**src/design/rk4_pkg.sv**
```systemverilog
// ---------------------------------------------------------------------------
// rk4_pkg
// Shared types, constants and arithmetic helpers for the RK4 cosine stepper.
// ---------------------------------------------------------------------------
package rk4_pkg;

   localparam int FRAC_BITS  = 20;
   localparam int WORD_BITS  = 32;
   localparam int SLOPE_BITS = FRAC_BITS + 2;
   localparam int CNT_BITS   = 16;
   localparam int MUL_BITS   = 34;
   localparam int PROD_BITS  = 2 * MUL_BITS;
   localparam int RND_SHIFT  = 30 - FRAC_BITS;

   typedef logic signed [WORD_BITS-1:0]  word_type;
   typedef logic signed [SLOPE_BITS-1:0] slope_type;
   typedef logic signed [MUL_BITS-1:0]   mul_op_type;
   typedef logic signed [PROD_BITS-1:0]  prod_type;

   typedef struct packed {
      mul_op_type op_a;
      mul_op_type op_b;
   } mul_req_type;

   typedef struct packed {
      logic     start;
      word_type x_arg;
      word_type y_arg;
   } slp_req_type;

   typedef struct packed {
      logic      done;
      slope_type slope;
   } slp_rsp_type;

   typedef struct packed {
      logic     sat;
      word_type val;
   } sat_word_type;

   typedef struct packed {
      logic [32:0] mult;
      logic [5:0]  shift;
   } recip_type;

   // register indexes
   localparam logic [1:0] CSR_START_X    = 2'd0;
   localparam logic [1:0] CSR_START_Y    = 2'd1;
   localparam logic [1:0] CSR_STEP_SIZE  = 2'd2;
   localparam logic [1:0] CSR_NUM_POINTS = 2'd3;

   localparam word_type            START_X_RST    = '0;
   localparam word_type            START_Y_RST    = '0;
   localparam word_type            STEP_SIZE_RST  = 32'sd104858;
   localparam logic [CNT_BITS-1:0] NUM_POINTS_RST = 16'd20;

   localparam word_type WORD_MAX = {1'b0, {(WORD_BITS-1){1'b1}}};
   localparam word_type WORD_MIN = {1'b1, {(WORD_BITS-1){1'b0}}};

   // 1 / (2 pi) in Q64, split into two halves
   localparam logic [31:0] INV_2PI_LO  = 32'h9391054A;
   localparam logic [29:0] INV_2PI_HI  = 30'h28BE60DB;
   localparam logic [32:0] HALF_PI_Q32 = 33'd6746518852;
   localparam logic signed [31:0] Q30_ONE = 32'sh40000000;

   // reciprocals m = ceil(2^s / d) for exact division of 32-bit values
   localparam logic [32:0] RCP_132 = 33'(((65'd1 << 40) + 65'd131) / 65'd132);
   localparam logic [32:0] RCP_90  = 33'(((65'd1 << 39) + 65'd89) / 65'd90);
   localparam logic [32:0] RCP_56  = 33'(((65'd1 << 38) + 65'd55) / 65'd56);
   localparam logic [32:0] RCP_30  = 33'(((65'd1 << 37) + 65'd29) / 65'd30);
   localparam logic [32:0] RCP_12  = 33'(((65'd1 << 36) + 65'd11) / 65'd12);
   localparam logic [32:0] RCP_2   = 33'(((65'd1 << 33) + 65'd1) / 65'd2);
   localparam logic [32:0] RCP_156 = 33'(((65'd1 << 40) + 65'd155) / 65'd156);
   localparam logic [32:0] RCP_110 = 33'(((65'd1 << 39) + 65'd109) / 65'd110);
   localparam logic [32:0] RCP_72  = 33'(((65'd1 << 39) + 65'd71) / 65'd72);
   localparam logic [32:0] RCP_42  = 33'(((65'd1 << 38) + 65'd41) / 65'd42);
   localparam logic [32:0] RCP_20  = 33'(((65'd1 << 37) + 65'd19) / 65'd20);
   localparam logic [32:0] RCP_6   = 33'(((65'd1 << 35) + 65'd5) / 65'd6);
   localparam logic [5:0]  SHIFT_6 = 6'd35;

   // bias that keeps the slope sum positive, a multiple of six
   localparam logic signed [SLOPE_BITS+3:0] AVG_BIAS =
      (SLOPE_BITS+4)'(6 << (FRAC_BITS + 1));
   localparam logic [SLOPE_BITS-1:0] AVG_UNBIAS = SLOPE_BITS'(1 << (FRAC_BITS + 1));
   localparam logic [SLOPE_BITS-1:0] SLOPE_ONE  = SLOPE_BITS'(1 << FRAC_BITS);

   function automatic recip_type div_recip(input logic sin_sel, input logic [2:0] step);
      recip_type r;
      unique case ({sin_sel, step})
         4'b0_000: r = '{RCP_132, 6'd40};
         4'b0_001: r = '{RCP_90,  6'd39};
         4'b0_010: r = '{RCP_56,  6'd38};
         4'b0_011: r = '{RCP_30,  6'd37};
         4'b0_100: r = '{RCP_12,  6'd36};
         4'b0_101: r = '{RCP_2,   6'd33};
         4'b1_000: r = '{RCP_156, 6'd40};
         4'b1_001: r = '{RCP_110, 6'd39};
         4'b1_010: r = '{RCP_72,  6'd39};
         4'b1_011: r = '{RCP_42,  6'd38};
         4'b1_100: r = '{RCP_20,  6'd37};
         4'b1_101: r = '{RCP_6,   SHIFT_6};
         default:  r = '{RCP_6,   SHIFT_6};
      endcase
      return r;
   endfunction

   function automatic sat_word_type sat_add(input word_type a, input word_type b);
      logic signed [WORD_BITS:0] s;
      sat_word_type r;
      s = {a[WORD_BITS-1], a} + {b[WORD_BITS-1], b};
      r.sat = (s[WORD_BITS] != s[WORD_BITS-1]);
      r.val = r.sat ? (s[WORD_BITS] ? WORD_MIN : WORD_MAX) : s[WORD_BITS-1:0];
      return r;
   endfunction

   function automatic sat_word_type mul_sat(input prod_type p, input logic [5:0] sh);
      prod_type s;
      sat_word_type r;
      s = p >>> sh;
      r.sat = !((&s[PROD_BITS-1:WORD_BITS-1]) || !(|s[PROD_BITS-1:WORD_BITS-1]));
      r.val = r.sat ? (s[PROD_BITS-1] ? WORD_MIN : WORD_MAX) : s[WORD_BITS-1:0];
      return r;
   endfunction

endpackage

```
**src/design/rk4_mul.sv**
```systemverilog
// ---------------------------------------------------------------------------
// rk4_mul
// Shared signed multiplier with a registered product.
// ---------------------------------------------------------------------------
module rk4_mul import rk4_pkg::*; (
   input  logic        clock,
   input  mul_req_type mul_req,
   output prod_type    prod
);

   prod_type prod_ff;
   prod_type prod_in;

   assign prod_in = PROD_BITS'(mul_req.op_a) * PROD_BITS'(mul_req.op_b);

   always_ff @(posedge clock) begin
      prod_ff <= prod_in;
   end

   assign prod = prod_ff;

endmodule

```
**config.mk**
```make
export PLATFORM = sky130hd
export DESIGN_NAME = rk4_mul
export DESIGN_NICKNAME = d
export VERILOG_FILES = /design/src/design/rk4_pkg.sv /design/src/design/rk4_mul.sv
export SDC_FILE = /design/constraint.sdc
export NUM_CORES = 2
export LEC_CHECK = 0
export BUFFER_PORTS_ARGS = -buffer_cell sky130_fd_sc_hd__buf_2
export CELL_PAD_IN_SITES_DETAIL_PLACEMENT = 1
export CELL_PAD_IN_SITES_GLOBAL_PLACEMENT = 2
export CORE_ASPECT_RATIO = 1.2
export CORE_MARGIN = 2
export CORE_UTILIZATION = 46
export CTS_BUF_LIST = sky130_fd_sc_hd__clkbuf_4 sky130_fd_sc_hd__clkbuf_8
export CTS_CLUSTER_DIAMETER = 100
export CTS_CLUSTER_SIZE = 30
export DETAILED_ROUTE_END_ITERATION = 10
export PLACE_DENSITY_LB_ADDON = 0.05
export SYNTH_ARGS = -nofsm -noshare
export SYNTH_HDL_FRONTEND = slang
export SYNTH_SLANG_ARGS = --single-unit
```
**constraint.sdc**
```tcl
create_clock -name clock -period 15.3 [get_ports clock]
set_input_delay 1.53 -clock clock [delete_from_list [all_inputs] [get_ports clock]]
set_output_delay 1.53 -clock clock [all_outputs]
set_load 0.01 [all_outputs]
```
==> summary.md <==
| Metric | Value |
|---|---|
| Share of cells above drive strength 1 | `4.76%` |
| Hold Startpoint | `mul_req[0]` |
| Worst setup path class | `in2reg` |
| Vias in the first global route | `35428` |
| Delay-heaviest family, CP | `adder cells` |
| Crit path max fanout | `34` |
| DR DRC count | `0` |
| Die footprint | `0.0963 mm2` |
| CP max stage cell | `fa_1` |
| Clk buf depth | `2` |
| Final nets | `6044` |
| Slew Limit Fails | `0` |
| Critical path startpoint category | `input pin` |
| First DRT Iteration DRCs | `1164` |
| Req. time, crit path | `15.63 ns` |
| Flops & latches, synth | `68` |
| Worst slack, placed | `5.12 ns` |
| Worst Hold Margin | `1.74 ns` |
| Initial antenna violation count | `8` |
| Final setup viols | `0` |
| Wire per inst | `23.7 um` |
| Crit path DAT | `10.07 ns` |
| Reg clk slew, reported paths | `0.09 ns` |
| GR Util All Layers | `29.7%` |
| Placed cell count | `5769` |
| Final hold vios | `0` |
| PortBufs | `136` |
| Outcome | `completed` |
| Worst Path Buf+Inv | `2` |
| Post-CTS Resized | `0` |
| Max Clk Rate | `103 MHz` |
| Final WL | `137000 um` |
| Core area | `0.0934 mm2` |
| Syn Area/Cell | `9.43 um2` |
| Die W | `284 um` |
| EDFF count, synth | `0` |
| Sequential area share after synthesis | `3.15%` |
| CTS tree | `yes` |
| Cell count after synthesis | `4578` |
| Setup_tns | `0 ns` |
| Number of hold buffers added after cts | `0` |
| Yosys warns | `0` |
| DR vias | `30100` |
| Worst slew margin | `26.1%` |
| H-tree Lvls | `3` |
| P&R area growth vs syn | `4.27%` |
| Top-count cell post-synth | `fa_1` |
| Max cap viols | `0` |
| Post-route ant nets | `0` |
| Crit path top cell by count | `fa_1` |
| Final RePlAce weighted congestion | `0.859` |
| Initial core utilization | `46.2%` |
| Largest net degree at the start of global routing | `35` |
| DIE HEIGHT | `340 um` |
| Mapped Area | `0.0432 mm2` |
| # rows | `123` |
| Final cell count without fillers | `5789` |
| Synth top area share | `57.6%` |
| HPWL Detailed | `110000 um` |
| CP cell instances | `buf_2 -> nand2_1 -> inv_1 -> fa_1 -> fa_1 -> fa_1 -> fa_1 -> fa_1 -> fa_1 -> fa_1 -> fa_1 -> ha_1 -> a21oi_1 -> o21bai_1 -> a21oi_1 -> o21ai_0 -> and2_1 -> o41a_1 -> nor2_2 -> nor3_1 -> a2111oi_2 -> xnor2_1` |
| Netlist cell types | `73` |
| TritonRoute pass-1 iters | `5` |
| Ranking of synthesized cells by area | `fa_1 58%, inv_1 11%, and2_1 9.1%` |
| I/O pin total | `137` |
| # clock sinks | `68` |
| Cells on Worst Hold Path | `3` |
| Syn_nets | `6092` |
| Worst Hold Endpoint | `prod[0]$_DFF_P_` |
| Slew @ Worst Pin | `1.11 ns` |
| CTS root buffer | `clkbuf_8` |
| CP Capture Type | `flip-flop` |
| Vias per cell | `5.20` |
| Post-synth top flop | `dfxtp_1` |
| Top post-synthesis cells by count | `1241 x fa_1, 1235 x inv_1, 625 x and2_1` |
| Setup ws final | `5.56 ns` |
| Max reg flops | `68` |
| Post-layout minimum cycle time | `9.74 ns` |
| Final worst path period share | `63.7%` |
| Grt ovf | `0` |
| CP max stage delay | `1.34 ns` |
| CP Launch Point | `mul_req[1]` |
| Async S/R FF share, synth | `0%` |
| Post-synth top area cell | `fa_1` |
| Setup Fix Bufs, Post-CTS | `0` |
| RSZ-0062 raised after global routing | `false` |
| Cts bufs inserted | `9` |
| Global-route wire length before repair | `213000 um` |
| Hold Path Class | `in2reg` |
## final cells by class
cell class	instances	area (um2)
fillers	10785	48400
multi-input cells	3043	36200
inverters	1236	4640
well taps	1250	1560
flip-flops and latches	68	1360
repair buffers	172	951
clock buffers	10	138
clock inverters	6	95.1
diodes	4	10.0
## cells in the final DEF (no fill, tap or decap), drive strengths merged, types with 3 or more instances in the layout
master,instances
nand4,14
nand2b,14
nand3,8
o211ai,8
and2,625
dfxtp,68
xor2,20
nor2b,8
nand2,550
nor2,55
inv,1236
a211oi,8
ha,204
a211o,3
a221oi,4
diode,4
o21ai,38
a21oi,59
clkinv,4
xnor2,57
a31oi,7
o21bai,13
nor3,10
nor4,4
fa,1241
o21a,6
a311oi,3
clkbuf,10
buf,172
a2111oi,4
a21o,37
or3,3
and3,10
## per-layer routing
| layer | track usage, % | up-vias | wire [um] |
|---|---|---|---|
| li1 | - | 12792 | - |
| met5 | 0 | - | 53 |
| met2 | 57.8 | 611 | 77600 |
| met3 | 2.12 | 257 | 3710 |
| met1 | 33.3 | 16432 | 49200 |
| met4 | 12.0 | 8 | 6570 |
## per-stage QoR
step	util [%]	instance area, um2
detailed placement	47.9	44800
floorplan	-	43200
global route	48.2	45000
finish	48.2	45000
CTS	48.2	45000
global placement	47.9	44800
## worst max-delay path by stage
stage	endpoint	slack [ns]	depth (start not counted)
finish	prod[65]$_DFF_P_	5.56	22
global route	prod[65]$_DFF_P_	5.05	22
CTS	prod[65]$_DFF_P_	5.53	22
detailed placement	prod[65]$_DFF_P_	5.12	22
global placement	prod[67]$_DFF_P_	5.18	22
floorplan	prod[61]$_DFF_P_	6.39	23
## cell families (layout without fill, tap and decap cells)
| family | after synthesis | after routing | synth area share (%) |
|---|---|---|---|
| AOI/OAI and AO/OA | 211 | 211 | 3.41 |
| and+or+nand+nor | 1310 | 1310 | 15.5 |
| buffers and inverters | 1467 | 1424 | 12.9 |
| xor gates and xnor gates | 77 | 77 | 1.56 |
| DFF | 68 | 68 | 3.15 |
| adders and majority gates | 1445 | 1445 | 63.5 |
| other | 0 | 4 | 0 |
Power is left out: the tool's default activity adds up to more than one toggle a clock period on the data nets, which glitch-free logic cannot reach.
