**src/design/rk4_pkg.sv**
```systemverilog
// ---------------------------------------------------------------------------
// rk4_pkg
// Shared types, constants and arithmetic helpers for the RK4 cosine stepper.
// ---------------------------------------------------------------------------
package rk4_pkg;

   localparam int FRAC_BITS  = 20;
   localparam int WORD_BITS  = 32;
   localparam int SLOPE_BITS = FRAC_BITS + 2;
   localparam int CNT_BITS   = 16;
   localparam int MUL_BITS   = 34;
   localparam int PROD_BITS  = 2 * MUL_BITS;
   localparam int RND_SHIFT  = 30 - FRAC_BITS;

   typedef logic signed [WORD_BITS-1:0]  word_type;
   typedef logic signed [SLOPE_BITS-1:0] slope_type;
   typedef logic signed [MUL_BITS-1:0]   mul_op_type;
   typedef logic signed [PROD_BITS-1:0]  prod_type;

   typedef struct packed {
      mul_op_type op_a;
      mul_op_type op_b;
   } mul_req_type;

   typedef struct packed {
      logic     start;
      word_type x_arg;
      word_type y_arg;
   } slp_req_type;

   typedef struct packed {
      logic      done;
      slope_type slope;
   } slp_rsp_type;

   typedef struct packed {
      logic     sat;
      word_type val;
   } sat_word_type;

   typedef struct packed {
      logic [32:0] mult;
      logic [5:0]  shift;
   } recip_type;

   // register indexes
   localparam logic [1:0] CSR_START_X    = 2'd0;
   localparam logic [1:0] CSR_START_Y    = 2'd1;
   localparam logic [1:0] CSR_STEP_SIZE  = 2'd2;
   localparam logic [1:0] CSR_NUM_POINTS = 2'd3;

   localparam word_type            START_X_RST    = '0;
   localparam word_type            START_Y_RST    = '0;
   localparam word_type            STEP_SIZE_RST  = 32'sd104858;
   localparam logic [CNT_BITS-1:0] NUM_POINTS_RST = 16'd20;

   localparam word_type WORD_MAX = {1'b0, {(WORD_BITS-1){1'b1}}};
   localparam word_type WORD_MIN = {1'b1, {(WORD_BITS-1){1'b0}}};

   // 1 / (2 pi) in Q64, split into two halves
   localparam logic [31:0] INV_2PI_LO  = 32'h9391054A;
   localparam logic [29:0] INV_2PI_HI  = 30'h28BE60DB;
   localparam logic [32:0] HALF_PI_Q32 = 33'd6746518852;
   localparam logic signed [31:0] Q30_ONE = 32'sh40000000;

   // reciprocals m = ceil(2^s / d) for exact division of 32-bit values
   localparam logic [32:0] RCP_132 = 33'(((65'd1 << 40) + 65'd131) / 65'd132);
   localparam logic [32:0] RCP_90  = 33'(((65'd1 << 39) + 65'd89) / 65'd90);
   localparam logic [32:0] RCP_56  = 33'(((65'd1 << 38) + 65'd55) / 65'd56);
   localparam logic [32:0] RCP_30  = 33'(((65'd1 << 37) + 65'd29) / 65'd30);
   localparam logic [32:0] RCP_12  = 33'(((65'd1 << 36) + 65'd11) / 65'd12);
   localparam logic [32:0] RCP_2   = 33'(((65'd1 << 33) + 65'd1) / 65'd2);
   localparam logic [32:0] RCP_156 = 33'(((65'd1 << 40) + 65'd155) / 65'd156);
   localparam logic [32:0] RCP_110 = 33'(((65'd1 << 39) + 65'd109) / 65'd110);
   localparam logic [32:0] RCP_72  = 33'(((65'd1 << 39) + 65'd71) / 65'd72);
   localparam logic [32:0] RCP_42  = 33'(((65'd1 << 38) + 65'd41) / 65'd42);
   localparam logic [32:0] RCP_20  = 33'(((65'd1 << 37) + 65'd19) / 65'd20);
   localparam logic [32:0] RCP_6   = 33'(((65'd1 << 35) + 65'd5) / 65'd6);
   localparam logic [5:0]  SHIFT_6 = 6'd35;

   // bias that keeps the slope sum positive, a multiple of six
   localparam logic signed [SLOPE_BITS+3:0] AVG_BIAS =
      (SLOPE_BITS+4)'(6 << (FRAC_BITS + 1));
   localparam logic [SLOPE_BITS-1:0] AVG_UNBIAS = SLOPE_BITS'(1 << (FRAC_BITS + 1));
   localparam logic [SLOPE_BITS-1:0] SLOPE_ONE  = SLOPE_BITS'(1 << FRAC_BITS);

   function automatic recip_type div_recip(input logic sin_sel, input logic [2:0] step);
      recip_type r;
      unique case ({sin_sel, step})
         4'b0_000: r = '{RCP_132, 6'd40};
         4'b0_001: r = '{RCP_90,  6'd39};
         4'b0_010: r = '{RCP_56,  6'd38};
         4'b0_011: r = '{RCP_30,  6'd37};
         4'b0_100: r = '{RCP_12,  6'd36};
         4'b0_101: r = '{RCP_2,   6'd33};
         4'b1_000: r = '{RCP_156, 6'd40};
         4'b1_001: r = '{RCP_110, 6'd39};
         4'b1_010: r = '{RCP_72,  6'd39};
         4'b1_011: r = '{RCP_42,  6'd38};
         4'b1_100: r = '{RCP_20,  6'd37};
         4'b1_101: r = '{RCP_6,   SHIFT_6};
         default:  r = '{RCP_6,   SHIFT_6};
      endcase
      return r;
   endfunction

   function automatic sat_word_type sat_add(input word_type a, input word_type b);
      logic signed [WORD_BITS:0] s;
      sat_word_type r;
      s = {a[WORD_BITS-1], a} + {b[WORD_BITS-1], b};
      r.sat = (s[WORD_BITS] != s[WORD_BITS-1]);
      r.val = r.sat ? (s[WORD_BITS] ? WORD_MIN : WORD_MAX) : s[WORD_BITS-1:0];
      return r;
   endfunction

   function automatic sat_word_type mul_sat(input prod_type p, input logic [5:0] sh);
      prod_type s;
      sat_word_type r;
      s = p >>> sh;
      r.sat = !((&s[PROD_BITS-1:WORD_BITS-1]) || !(|s[PROD_BITS-1:WORD_BITS-1]));
      r.val = r.sat ? (s[PROD_BITS-1] ? WORD_MIN : WORD_MAX) : s[WORD_BITS-1:0];
      return r;
   endfunction

endpackage

```
**src/design/rk4_slope.sv**
```systemverilog
// ---------------------------------------------------------------------------
// rk4_slope
// Sequencer for one slope cos(x + y): phase reduction, quadrant and Taylor
// series, all through the shared multiplier.
// ---------------------------------------------------------------------------
module rk4_slope import rk4_pkg::*; (
   input  logic        clock,
   input  logic        reset,
   input  slp_req_type slp_req,
   input  prod_type    prod,
   output mul_req_type mul_req,
   output slp_rsp_type slp_rsp
);

   localparam logic [1:0] S_IDLE = 2'd0;
   localparam logic [1:0] S_MUL  = 2'd1;
   localparam logic [1:0] S_WB   = 2'd2;
   localparam logic [1:0] S_FIN  = 2'd3;

   localparam logic [4:0] OP_XLO  = 5'd0;
   localparam logic [4:0] OP_XHI  = 5'd1;
   localparam logic [4:0] OP_YLO  = 5'd2;
   localparam logic [4:0] OP_YHI  = 5'd3;
   localparam logic [4:0] OP_ANG  = 5'd4;
   localparam logic [4:0] OP_SQR  = 5'd5;
   localparam logic [4:0] OP_SER  = 5'd6;
   localparam logic [4:0] OP_SERL = 5'd17;
   localparam logic [4:0] OP_SIN  = 5'd18;

   localparam logic signed [32:0] C_POS = 33'sd1073741824;
   localparam logic signed [32:0] C_NEG = -33'sd1073741824;

   logic [1:0]         state_ff, state_in;
   logic [4:0]         op_ff, op_in;
   word_type           xa_ff, xa_in, ya_ff, ya_in;
   logic signed [33:0] lo_ff, lo_in;
   logic [31:0]        phx_ff, phx_in, phase_ff, phase_in;
   logic [30:0]        ang_ff, ang_in;
   logic [31:0]        ang2_ff, ang2_in, num_ff, num_in;
   logic signed [31:0] t_ff, t_in;
   logic               done_ff, done_in;
   slope_type          slope_ff, slope_in;

   logic [4:0]         ser_off;
   logic [2:0]         ser_idx;
   logic               in_series;
   recip_type          rcp;
   logic [30:0]        t_pos;
   prod_type           hi_sum, quot;
   logic [31:0]        ph_part;
   logic signed [32:0] cn, cc;
   logic [32:0]        cu, cr;
   logic               neg;

   assign ser_off   = op_ff - OP_SER;
   assign ser_idx   = ser_off[3:1];
   assign in_series = (op_ff >= OP_SER) && (op_ff <= OP_SERL);
   assign rcp       = div_recip(phase_ff[30], ser_idx);
   assign t_pos     = t_ff[31] ? '0 : t_ff[30:0];
   assign hi_sum    = prod + PROD_BITS'(lo_ff);
   assign ph_part   = hi_sum[FRAC_BITS+31:FRAC_BITS];
   assign quot      = prod >> rcp.shift;

   // operand select
   always_comb begin
      mul_req = '0;
      if (op_ff == OP_XLO) begin
         mul_req.op_a = MUL_BITS'(xa_ff);
         mul_req.op_b = MUL_BITS'(INV_2PI_LO);
      end else if (op_ff == OP_XHI) begin
         mul_req.op_a = MUL_BITS'(xa_ff);
         mul_req.op_b = MUL_BITS'(INV_2PI_HI);
      end else if (op_ff == OP_YLO) begin
         mul_req.op_a = MUL_BITS'(ya_ff);
         mul_req.op_b = MUL_BITS'(INV_2PI_LO);
      end else if (op_ff == OP_YHI) begin
         mul_req.op_a = MUL_BITS'(ya_ff);
         mul_req.op_b = MUL_BITS'(INV_2PI_HI);
      end else if (op_ff == OP_ANG) begin
         mul_req.op_a = MUL_BITS'(phase_ff[29:0]);
         mul_req.op_b = MUL_BITS'(HALF_PI_Q32);
      end else if (op_ff == OP_SQR) begin
         mul_req.op_a = MUL_BITS'(ang_ff);
         mul_req.op_b = MUL_BITS'(ang_ff);
      end else if (in_series && !op_ff[0]) begin
         mul_req.op_a = MUL_BITS'(ang2_ff);
         mul_req.op_b = MUL_BITS'(t_pos);
      end else if (in_series) begin
         mul_req.op_a = MUL_BITS'(num_ff);
         mul_req.op_b = MUL_BITS'(rcp.mult);
      end else begin
         mul_req.op_a = MUL_BITS'(ang_ff);
         mul_req.op_b = MUL_BITS'(t_pos);
      end
   end

   // final sign, clamp and rounding
   always_comb begin
      neg = (phase_ff[31:30] == 2'd1) || (phase_ff[31:30] == 2'd2);
      cn  = neg ? -{t_ff[31], t_ff} : {t_ff[31], t_ff};
      if (cn > C_POS) begin
         cc = C_POS;
      end else if (cn < C_NEG) begin
         cc = C_NEG;
      end else begin
         cc = cn;
      end
      cu = 33'(cc + C_POS);
      cr = (cu + 33'(1 << (RND_SHIFT - 1))) >> RND_SHIFT;
   end

   always_comb begin
      state_in = state_ff;
      op_in    = op_ff;
      xa_in    = xa_ff;
      ya_in    = ya_ff;
      lo_in    = lo_ff;
      phx_in   = phx_ff;
      phase_in = phase_ff;
      ang_in   = ang_ff;
      ang2_in  = ang2_ff;
      num_in   = num_ff;
      t_in     = t_ff;
      done_in  = 1'b0;
      slope_in = slope_ff;
      unique case (state_ff)
         S_IDLE: begin
            if (slp_req.start) begin
               xa_in    = slp_req.x_arg;
               ya_in    = slp_req.y_arg;
               op_in    = OP_XLO;
               state_in = S_MUL;
            end
         end
         S_MUL: begin
            state_in = S_WB;
         end
         S_WB: begin
            if ((op_ff == OP_XLO) || (op_ff == OP_YLO)) begin
               lo_in = prod[65:32];
            end else if (op_ff == OP_XHI) begin
               phx_in = ph_part;
            end else if (op_ff == OP_YHI) begin
               phase_in = phx_ff + ph_part;
            end else if (op_ff == OP_ANG) begin
               ang_in = prod[62:32];
            end else if (op_ff == OP_SQR) begin
               ang2_in = prod[61:30];
               t_in    = Q30_ONE;
            end else if (in_series && !op_ff[0]) begin
               num_in = prod[61:30];
            end else if (in_series) begin
               t_in = Q30_ONE - signed'(quot[31:0]);
            end else begin
               t_in = {1'b0, prod[60:30]};
            end
            if (((op_ff == OP_SERL) && !phase_ff[30]) || (op_ff == OP_SIN)) begin
               state_in = S_FIN;
            end else begin
               op_in    = op_ff + 5'd1;
               state_in = S_MUL;
            end
         end
         S_FIN: begin
            slope_in = slope_type'(cr[SLOPE_BITS-1:0] - SLOPE_ONE);
            done_in  = 1'b1;
            state_in = S_IDLE;
         end
         default: begin
            state_in = S_IDLE;
         end
      endcase
   end

   always_ff @(posedge clock) begin
      if (reset) begin
         state_ff <= S_IDLE;
         op_ff    <= OP_XLO;
         done_ff  <= 1'b0;
      end else begin
         state_ff <= state_in;
         op_ff    <= op_in;
         done_ff  <= done_in;
      end
   end

   always_ff @(posedge clock) begin
      xa_ff    <= xa_in;
      ya_ff    <= ya_in;
      lo_ff    <= lo_in;
      phx_ff   <= phx_in;
      phase_ff <= phase_in;
      ang_ff   <= ang_in;
      ang2_ff  <= ang2_in;
      num_ff   <= num_in;
      t_ff     <= t_in;
      slope_ff <= slope_in;
   end

   assign slp_rsp.done  = done_ff;
   assign slp_rsp.slope = slope_ff;

endmodule

```
**config.mk**
```make
export PLATFORM = sky130hd
export DESIGN_NAME = rk4_slope
export DESIGN_NICKNAME = d
export VERILOG_FILES = /design/src/design/rk4_pkg.sv /design/src/design/rk4_slope.sv
export SDC_FILE = /design/constraint.sdc
export NUM_CORES = 1
export LEC_CHECK = 0
export BUFFER_PORTS_ARGS = -buffer_cell sky130_fd_sc_hd__buf_2
export CORE_MARGIN = 3
export CORE_UTILIZATION = 30
export DETAILED_ROUTE_END_ITERATION = 8
export RECOVER_POWER = 25
export SLEW_MARGIN = 20
export SYNTH_ARGS = -nofsm -noshare
export SYNTH_HDL_FRONTEND = slang
export SYNTH_SLANG_ARGS = --single-unit
export TNS_END_PERCENT = 100
```
**constraint.sdc**
```tcl
create_clock -name clock -period 11.55 [get_ports clock]
set_input_delay 1.155 -clock clock [delete_from_list [all_inputs] [get_ports clock]]
set_output_delay 1.155 -clock clock [all_outputs]
set_load 0.02 [all_outputs]
```
==> results of run 1 <==
-- flip-flops by register name, summed over array words and instances, names as in the netlist --
| signal | flops |
|---|---|
| lo_ff | 34 |
| ang2_ff | 32 |
| num_ff | 32 |
| phase_ff | 32 |
| phx_ff | 32 |
| t_ff | 32 |
| xa_ff | 32 |
| ya_ff | 32 |
| ang_ff | 31 |
| slope_ff | 22 |
| op_ff | 5 |
| state_ff | 2 |
| done_ff | 1 |
-- power breakdown --
part	switching, mW	leakage [nW]	internal, mW	total [mW]
sequential	0.00735	2.90	1.31	1.32
combinational	0.290	5.01	0.157	0.447
clock	0.534	0.628	0.710	1.24
total	0.831	8.54	2.18	3.01
-- routing by layer --
layer | vias up | track usage (%) | wire [um]
li1 | 7945 | - | -
met1 | 8439 | 26.8 | 31500
met2 | 720 | 32.7 | 34100
met3 | 123 | 3.98 | 6180
met4 | 6 | 6.60 | 2370
met5 | - | 0 | 45
-- cell families (layout without fill, tap and decap cells) --
family                     Yosys count  in the layout  share of synthesized area [%]
other                                1              9                         0.0183
xor gates and xnor gates           120            120                           5.12
AOI/OAI and AO/OA                  582            582                           18.3
buffers and inverters              150            361                           3.40
and+or+nand+nor                    630            630                           14.3
muxes                              106            106                           6.49
adders and majority gates           98             98                           6.08
DFF                                319            319                           46.3
-- final timing paths --
| kind | endpoint | slack [ns] | cells after the start |
|---|---|---|---|
| max | t_ff[22] | 5.36 | 17 |
| min | state_ff[0] | 0.64 | 2 |
| max reg2reg | t_ff[22] | 5.36 | 17 |
| min reg2reg | state_ff[0] | 0.64 | 2 |
-- critical path, stage by stage (launching register included) --
cell and delay, ns:
dfxtp_1 0.80, ha_1 0.26, buf_4 0.21, inv_1 0.09, ha_1 0.31, buf_4 0.33, or3b_4 0.49, a21oi_4 0.46
buf_4 0.44, mux2i_1 0.37, mux2i_1 0.17, a211o_1 0.36, o32ai_2 0.17, nand4_1 0.38, nor2_2 0.41, a21oi_1 0.12
o21ai_0 0.37, a21oi_1 0.13
-- synthesized netlist by cell type (8+ instances only) --
cell type  instances
o21a_1            13
o21ai_0          120
nor2b_1           11
a211oi_1          59
or3_1             10
xnor2_1           80
edfxtp_1         311
and3_1            21
nor2_1           181
nor4_1            11
a31oi_1           14
nand2_1          226
a21o_1            27
o21ai_1            8
a21oi_1          191
nand3_1           50
o21bai_1           9
nor3_1            41
buf_1              9
mux2i_1           74
buf_4             12
buf_2             10
nand2b_1          14
inv_1             34
dfxtp_1            8
mux4_2            17
nand4_1           18
o211ai_1          42
xor2_1            40
ha_1              95
clkbuf_1          74
-- through the flow --
step                      hold slack [ns]  setup slack (ns)  utilization (%)  area (sq um)  power, mW
after floorplan                     0.526              4.94                -         20500       1.61
after global placement              0.607              5.16             33.3         22500       1.78
after detailed placement            0.627              5.02             33.3         22500       1.78
after CTS                           0.644              5.38             35.2         23800       3.03
after global routing                0.708              5.07             35.2         23700       3.12
final                               0.641              5.36             35.2         23800       3.01
-- final cells by class --
cell class	instances	area (sq um)	share of cell area, %
antenna	8	20.0	0.0843
clock buffer	42	1010	4.24
clock inverter	28	293	1.23
inverter	35	131	0.553
multi-input combinational	1537	10400	43.8
sequential	319	9500	40.0
tap	873	1090	4.60
timing repair buffer	256	1310	5.53
==> results.py, run 1 <==
metrics = {
    "yosys": {
        "synth_top_cell_area_share_pct": 45.5,
        "ys_ff_latch": 319,
        "synth_ff_type": "edfxtp_1",
        "yosysTopAreaCell": "edfxtp_1",
        "synthArstFlopShare_pct": 0,
        "syn_area_per_cell_sq_um": 10.2,
        "ys_types": 106,
        "synth_area_sq_um": 20500,
        "syn_nets": 2239,
        "synth-edff-count": 311,
        "synth-seq-area-share_pct": 46.3,
        "synthTopCellsByArea": "edfxtp_1 (46%), ha_1 (5.8%), a21oi_1 (4.7%)",
        "yosysWarnings": 0,
        "netlist_instances": 2006,
    },
    "clock_tree": {
        "cts-root-buf": "clkbuf_16",
        "hold_buffers": 0,
        "clkTransAtPathRegs_ns": 0.05,
        "cts_made_buffers": 39,
        "cts.htree.levels": 2,
        "cts.sinks": 319,
        "cts_resized": 0,
        "cts_tree": "built",
        "clockBufferDepth": 3,
        "clk_latency_ns": 0.58,
        "post-cts-setup-buffer-count": 0,
    },
    "placed_design": {
        "portBuffers": 224,
        "place.gp.congestion": 0.915,
        "dp.cells": 3020,
        "dpl.hpwl_mm": 53.7,
    },
    "final_layout": {
        "syn2layout_area_growth_pct": 15.7,
        "layout_commonest_cell": "edfxtp_1",
        "fin_nets": 2421,
        "final_cells": 3098,
        "nFillCells": 6777,
        "drive_gt1_share_pct": 16.5,
        "final_cell_mix": "edfxtp_1 (311), nand2_1 (226), a21oi_1 (190), buf_2 (185), nor2_1 (176)",
    },
    "floorplan": {
        "die_height_um": 268,
        "start_util_pct": 30.4,
        "die_width_um": 268,
        "num_rows": 95,
        "die-area_sq_um": 71600,
        "io_pins": 226,
        "core_sq_um": 67500,
    },
    "timing": {
        "finalHoldViolCount": 0,
        "finalMaxSlewViolations": 0,
        "fin_crit_ns": 6.19,
        "finClkSkew_ns": 0.0204,
        "fin_crit_sh_pct": 53.6,
        "clock.fmax_mhz": 162,
        "fin_tns_setup_ns": 0,
        "tightest_slew_ns": 1.26,
        "grt_setup_unrepaired": "no",
        "setup_viol": 0,
        "maxSlewHeadroom_pct": 15.8,
    },
    "status": {
        "outcome": "completed",
    },
    "detailed_routing": {
        "via_per_inst": 5.56,
        "num_vias": 17200,
        "ant_nets": 0,
        "wl_per_cell_um": 24.0,
        "drt_iter0_markers": 1739,
        "post-route-drc-count": 0,
        "dr.pass1.iters": 6,
        "drt_wl_total_mm": 74.2,
    },
    "worst_setup_path": {
        "start_kind": "flop",
        "arrival_ns": 6.48,
        "end_kind": "flop",
        "cp_max_fo": 29,
        "cp.required_ns": 11.84,
        "crit_type": "flop to flop",
        "cp-startpoint": "op_ff[1]",
        "timing.rr.start": "op_ff[1]",
    },
    "pwr": {
        "power-per-cell-area_nw_per_um2": 127,
        "leakage_nw": 8.54,
        "ir_worst_vdd_mv": 0.110,
    },
    "grt": {
        "grt_max_degree": 68,
        "grt_pass1_wl_mm": 107,
        "grt_pass1_vias": 16500,
        "grt_overflow": 0,
        "antenna_found_initial": 11,
        "grt_use_total_pct": 20.1,
    },
    "worst_hold_path": {
        "min_from": "state_ff[0]",
        "holdCritPathClass": "flop to flop",
    },
    "job": {
        "drv_cap": 0,
    },
}
Power figures use the tool's default switching activity.
==> run 2, diff against run 1 <==
Clock period 11.55 ns to 6.4 ns, I/O delays scaled along.
==> run 2 against run 1 <==
- count of clock-buffer cells in the layout up 9
- sequential power grew 80%
- non-clock buffer count is 33 higher
- largest cell class unchanged
- sequential share of layout area decreased by 0.45 points
- global-route usage grew 0.35 points
- via count is 0.29% higher
- maximum frequency up 12%
- flip-flop and latch count is the same
- clock skew is 0.014 ns higher
- critical path type unchanged
==> results.py, run 2 (synthesis results as in run 1) <==
metrics = {
    "detailed_routing": {
        "m1WireLength_mm": 32.5,
        "dr.pass1.iters": 5,
        "num_vias": 17300,
        "route.met3.wl_mm": 6.13,
        "met2_length_mm": 34.1,
        "drt_wl_total_mm": 75.1,
        "routed.top_layer": "met5",
        "drt_iter0_markers": 1801,
        "ant_nets": 0,
        "wl_per_cell_um": 24.0,
        "post-route-drc-count": 0,
        "via_per_inst": 5.53,
    },
    "floorplan": {
        "die_width_um": 268,
        "die-area_sq_um": 71600,
        "num_rows": 95,
        "core_sq_um": 67500,
        "start_util_pct": 30.4,
        "die_height_um": 268,
        "io_pins": 226,
    },
    "status": {
        "outcome": "completed",
    },
    "worst_hold_path": {
        "holdCritPathClass": "input port to flop",
        "min_from": "slp_req[42]",
    },
    "grt": {
        "grt_overflow": 0,
        "grt_use_total_pct": 20.4,
        "grt_pass1_vias": 16700,
        "antenna_found_initial": 11,
        "grt_pass1_wl_mm": 109,
        "grt_max_degree": 66,
    },
    "timing": {
        "grt_setup_unrepaired": "no",
        "finalHoldViolCount": 0,
        "maxSlewHeadroom_pct": 15.7,
        "fin_tns_setup_ns": 0,
        "tightest_slew_ns": 1.26,
        "hold_slack_ns": 0.230,
        "fin_crit_ns": 5.51,
        "finClkSkew_ns": 0.0346,
        "setup_viol": 0,
        "finalMaxSlewViolations": 0,
        "clock.fmax_mhz": 181,
        "fin_crit_sh_pct": 86.1,
    },
    "pwr": {
        "ir_worst_vdd_mv": 0.152,
        "leakage_nw": 8.70,
        "power-per-cell-area_nw_per_um2": 228,
    },
    "clock_tree": {
        "clkTransAtPathRegs_ns": 0.06,
        "post-cts-setup-buffer-count": 0,
        "cts.sinks": 319,
        "clk_latency_ns": 0.58,
        "cts_made_buffers": 40,
        "cts_resized": 0,
        "cts.htree.levels": 2,
        "clockBufferDepth": 3,
        "cts_tree": "built",
        "cts-root-buf": "clkbuf_16",
        "hold_buffers": 0,
    },
    "worst_setup_path": {
        "timing.rr.start": "lo_ff[13]",
        "cp.required_ns": 6.73,
        "crit_type": "flop to flop",
        "start_kind": "flop",
        "cp-startpoint": "lo_ff[13]",
        "cp_max_fo": 5,
        "end_kind": "flop",
        "arrival_ns": 5.84,
    },
    "final_layout": {
        "final_cells": 3127,
        "final_cell_mix": "edfxtp_1 (311), nand2_1 (226), a21oi_1 (190), buf_2 (185), nor2_1 (176)",
        "layout_commonest_cell": "edfxtp_1",
        "drive_gt1_share_pct": 17.4,
        "largest_register_ffs": 34,
        "max_flop_register": "lo_ff",
        "fin_nets": 2455,
        "syn2layout_area_growth_pct": 17.1,
        "nFillCells": 6754,
    },
    "placed_design": {
        "dp.cells": 3052,
        "place.gp.congestion": 0.927,
        "portBuffers": 224,
        "dpl.hpwl_mm": 55.7,
    },
    "job": {
        "drv_cap": 0,
    },
}
run 2: final timing paths:
| path | end | depth (start not counted) | slack [ns] |
|---|---|---|---|
| hold reg to reg | op_ff[3] | 3 | 0.60 |
| hold / removal | xa_ff[10] | 1 | 0.23 |
| setup reg to reg | phase_ff[31] | 22 | 0.89 |
| setup / recovery | phase_ff[31] | 22 | 0.89 |
run 2: per-stage QoR:
step	utilization [%]	area, sq um	total power, mW	setup WS (ns)
final	35.6	24000	5.49	0.888
after floorplan	-	20500	2.91	0.308
after global routing	35.6	24000	5.69	0.396
after detailed placement	33.7	22700	3.22	0.485
after global placement	33.7	22700	3.21	0.505
after CTS	35.6	24000	5.53	0.862
run 2: area by class of cell:
cell class              instances  area [sq um]  share of cell area, %
diodes                          6          15.0                 0.0625
clock buffers                  51          1070                   4.47
clock inverters                17           240                   1.00
inverters                      35           131                  0.547
multi-input cells            1537         10400                   43.3
flip-flops and latches        319          9500                   39.5
well taps                     873          1090                   4.55
repair buffers                289          1580                   6.56
run 2: worst max-delay path, cell delays in order, from the launching register on:
cell and delay [ns]:
edfxtp_1 0.39, ha_1 0.31, a211oi_1 0.20, nor2_1 0.07, nor3_1 0.33, a31oi_1 0.15, o21ai_0 0.25, a21oi_1 0.18
a31o_2 0.34, a41o_1 0.27, a21oi_1 0.25, xnor2_1 0.12, ha_1 0.34, nand2_1 0.08, o21ai_0 0.39, nor2_1 0.10
o21a_1 0.14, o21ai_0 0.27, nand2_1 0.08, o21ai_0 0.37, a41oi_1 0.24, a311oi_1 0.35, xnor2_1 0.10
run 2: power by group:
part / total, mW / switching [mW] / internal, mW
sequential: 2.38 / 0.0135 / 2.36
combinational: 0.809 / 0.524 / 0.286
clock: 2.30 / 0.945 / 1.36
total: 5.49 / 1.48 / 4.01
run 2: routing by layer:
| layer | global-route usage [%] | up-vias |
|---|---|---|
| met5 | 0 | - |
| met4 | 5.84 | 8 |
| met3 | 3.89 | 126 |
| met2 | 32.7 | 740 |
| met1 | 28.2 | 8418 |
| li1 | - | 7991 |
==> run 3, diff against run 2 <==
Settings changed: CELL_PAD_IN_SITES_DETAIL_PLACEMENT set to 1, CELL_PAD_IN_SITES_GLOBAL_PLACEMENT set to 1, PLACE_DENSITY_LB_ADDON set to 0.1.
==> run 3 against run 2 <==
- clock skew decreased by 0.0062 ns
- via count down 1.0%
- sequential share of layout area is 0.23 points higher
- critical path type unchanged
==> results.py, run 3 (synthesis results as in run 1) <==
metrics = {
    "worst_setup_path": {
        "rrSetupSlack_ns": 0.62,
        "cp.required_ns": 6.70,
        "cp_max_fo": 4,
        "start_kind": "flop",
        "crit_type": "flop to flop",
        "crit_top_cell": "a21oi_1",
        "crit_family": "compound AO/OA/AOI/OAI gates",
        "cpMaxStageDelayCell": "or3_1",
        "critPathMaxStageDelay_ns": 0.41,
        "end_kind": "flop",
        "arrival_ns": 6.08,
        "crit_buf_inv": 0,
        "cp_cell_sequence": "ha_1 -> a211oi_1 -> nor2_1 -> nor3_1 -> a31oi_1 -> o21ai_0 -> a21oi_1 -> a21oi_1 -> nor2b_1 -> o21a_1 -> o21ai_0 -> a21oi_1 -> ha_1 -> or3_1 -> o22a_1 -> a21o_1 -> a41oi_1 -> o211ai_1 -> a31oi_1 -> nor2b_1 -> o21a_1 -> o41ai_1 -> xnor2_1",
    },
    "timing": {
        "maxSlewHeadroom_pct": 17.7,
        "finalHoldViolCount": 0,
        "finalMaxSlewViolations": 0,
        "setup_viol": 0,
        "tightest_slew_ns": 1.23,
        "fin_tns_setup_ns": 0,
        "hold_slack_ns": 0.238,
        "finClkSkew_ns": 0.0283,
        "fin_crit_ns": 5.78,
        "fin_crit_sh_pct": 90.3,
        "clock.fmax_mhz": 173,
        "grt_setup_unrepaired": "no",
    },
    "status": {
        "outcome": "completed",
    },
    "final_layout": {
        "syn2layout_area_growth_pct": 16.4,
        "nFillCells": 7577,
        "final_cell_mix": "edfxtp_1 (311), nand2_1 (226), a21oi_1 (190), buf_2 (185), nor2_1 (174)",
        "drive_gt1_share_pct": 17.0,
        "postLayoutCoreUtil_pct": 35.4,
        "max_flop_register": "lo_ff",
        "fin_nets": 2441,
        "layout_commonest_cell": "edfxtp_1",
        "largest_register_ffs": 34,
    },
    "grt": {
        "grt_pass1_wl_mm": 121,
        "antenna_found_initial": 5,
        "grt_use_total_pct": 23.0,
        "grt_max_degree": 65,
        "grt_overflow": 0,
        "grt_pass1_vias": 17500,
    },
    "placed_design": {
        "dpl.hpwl_mm": 61.9,
        "place.gp.congestion": 0.888,
        "portBuffers": 224,
    },
    "floorplan": {
        "die_height_um": 268,
        "io_pins": 226,
        "die-area_sq_um": 71600,
        "start_util_pct": 30.4,
        "num_rows": 95,
        "die_width_um": 268,
        "core_sq_um": 67500,
    },
    "pwr": {
        "leakage_nw": 8.62,
        "power-per-cell-area_nw_per_um2": 226,
        "ir_worst_vdd_mv": 0.145,
    },
    "clock_tree": {
        "clockBufferDepth": 3,
        "cts.htree.levels": 2,
        "clkTransAtPathRegs_ns": 0.06,
        "cts.sinks": 319,
        "cts_tree": "built",
        "hold_buffers": 0,
        "clk_latency_ns": 0.58,
        "cts-root-buf": "clkbuf_16",
        "cts_made_buffers": 40,
    },
    "detailed_routing": {
        "via_per_inst": 5.49,
        "drt_wl_total_mm": 83.5,
        "wl_per_cell_um": 26.8,
        "dr.pass1.iters": 5,
        "drt_iter0_markers": 1306,
        "ant_nets": 0,
        "num_vias": 17100,
        "post-route-drc-count": 0,
    },
    "job": {
        "drv_cap": 0,
    },
    "worst_hold_path": {
        "holdCritPathClass": "input port to flop",
    },
}
run 3: layout make-up:
| type | count | area, sq um | share of cell area (%) |
|---|---|---|---|
| multi-input combinational | 1537 | 10400 | 43.5 |
| tap | 873 | 1090 | 4.57 |
| inverter | 35 | 131 | 0.550 |
| antenna | 4 | 10.0 | 0.0419 |
| clock inverter | 23 | 243 | 1.02 |
| timing repair buffer | 275 | 1480 | 6.18 |
| sequential | 319 | 9500 | 39.8 |
| clock buffer | 48 | 1030 | 4.32 |
run 3: stage by stage:
| stage | total power [mW] | instances | area [sq um] | setup slack (ns) |
|---|---|---|---|---|
| detailed placement | 3.23 | 3038 | 22600 | 0.0727 |
| floorplan | 2.91 | 2006 | 20500 | 0.308 |
| global route | 5.63 | 3112 | 23900 | 0.0988 |
| finish | 5.40 | 3114 | 23900 | 0.622 |
| CTS | 5.48 | 3109 | 23900 | 0.433 |
| global placement | 3.22 | 3038 | 22600 | 0.246 |
run 3: worst reg2reg max path, stage by stage, from the launching register on:
cell and delay, ns:
edfxtp_1 0.38, ha_1 0.32, a211oi_1 0.28, nor2_1 0.08, nor3_1 0.32, a31oi_1 0.13, o21ai_0 0.30, a21oi_1 0.21
a21oi_1 0.29, nor2b_1 0.10, o21a_1 0.18, o21ai_0 0.14, a21oi_1 0.11, ha_1 0.24, or3_1 0.41, o22a_1 0.22
a21o_1 0.22, a41oi_1 0.39, o211ai_1 0.18, a31oi_1 0.28, nor2b_1 0.08, o21a_1 0.20, o41ai_1 0.35, xnor2_1 0.11
run 3: path summary, 6_finish.rpt:
| path | startpoint | end | depth (start not counted) |
|---|---|---|---|
| setup reg to reg | lo_ff[13] | phase_ff[30] | 23 |
| hold reg to reg | op_ff[0] | op_ff[3] | 3 |
| setup / recovery | lo_ff[13] | phase_ff[30] | 23 |
| hold / removal | slp_req[4] | ya_ff[4] | 1 |
run 3: repair_timing:
action,in CTS,in global routing
resized for setup,0,1
endpoints found under the setup margin,0,1
buffers inserted,0,0
run 3: report_power, final:
part,internal [mW],switching [mW]
clock,1.28,0.934
sequential,2.36,0.0143
combinational,0.285,0.528
total,3.93,1.48
run 3: routing by layer:
layer / routed length [um] / part of all wire, % / track usage (%)
met1: 38200 / 46 / 32.0
met2: 38600 / 46 / 37.3
met3: 4130 / 4.9 / 2.99
met4: 2550 / 3.1 / 7.18
met5: 11 / 0.013 / 0
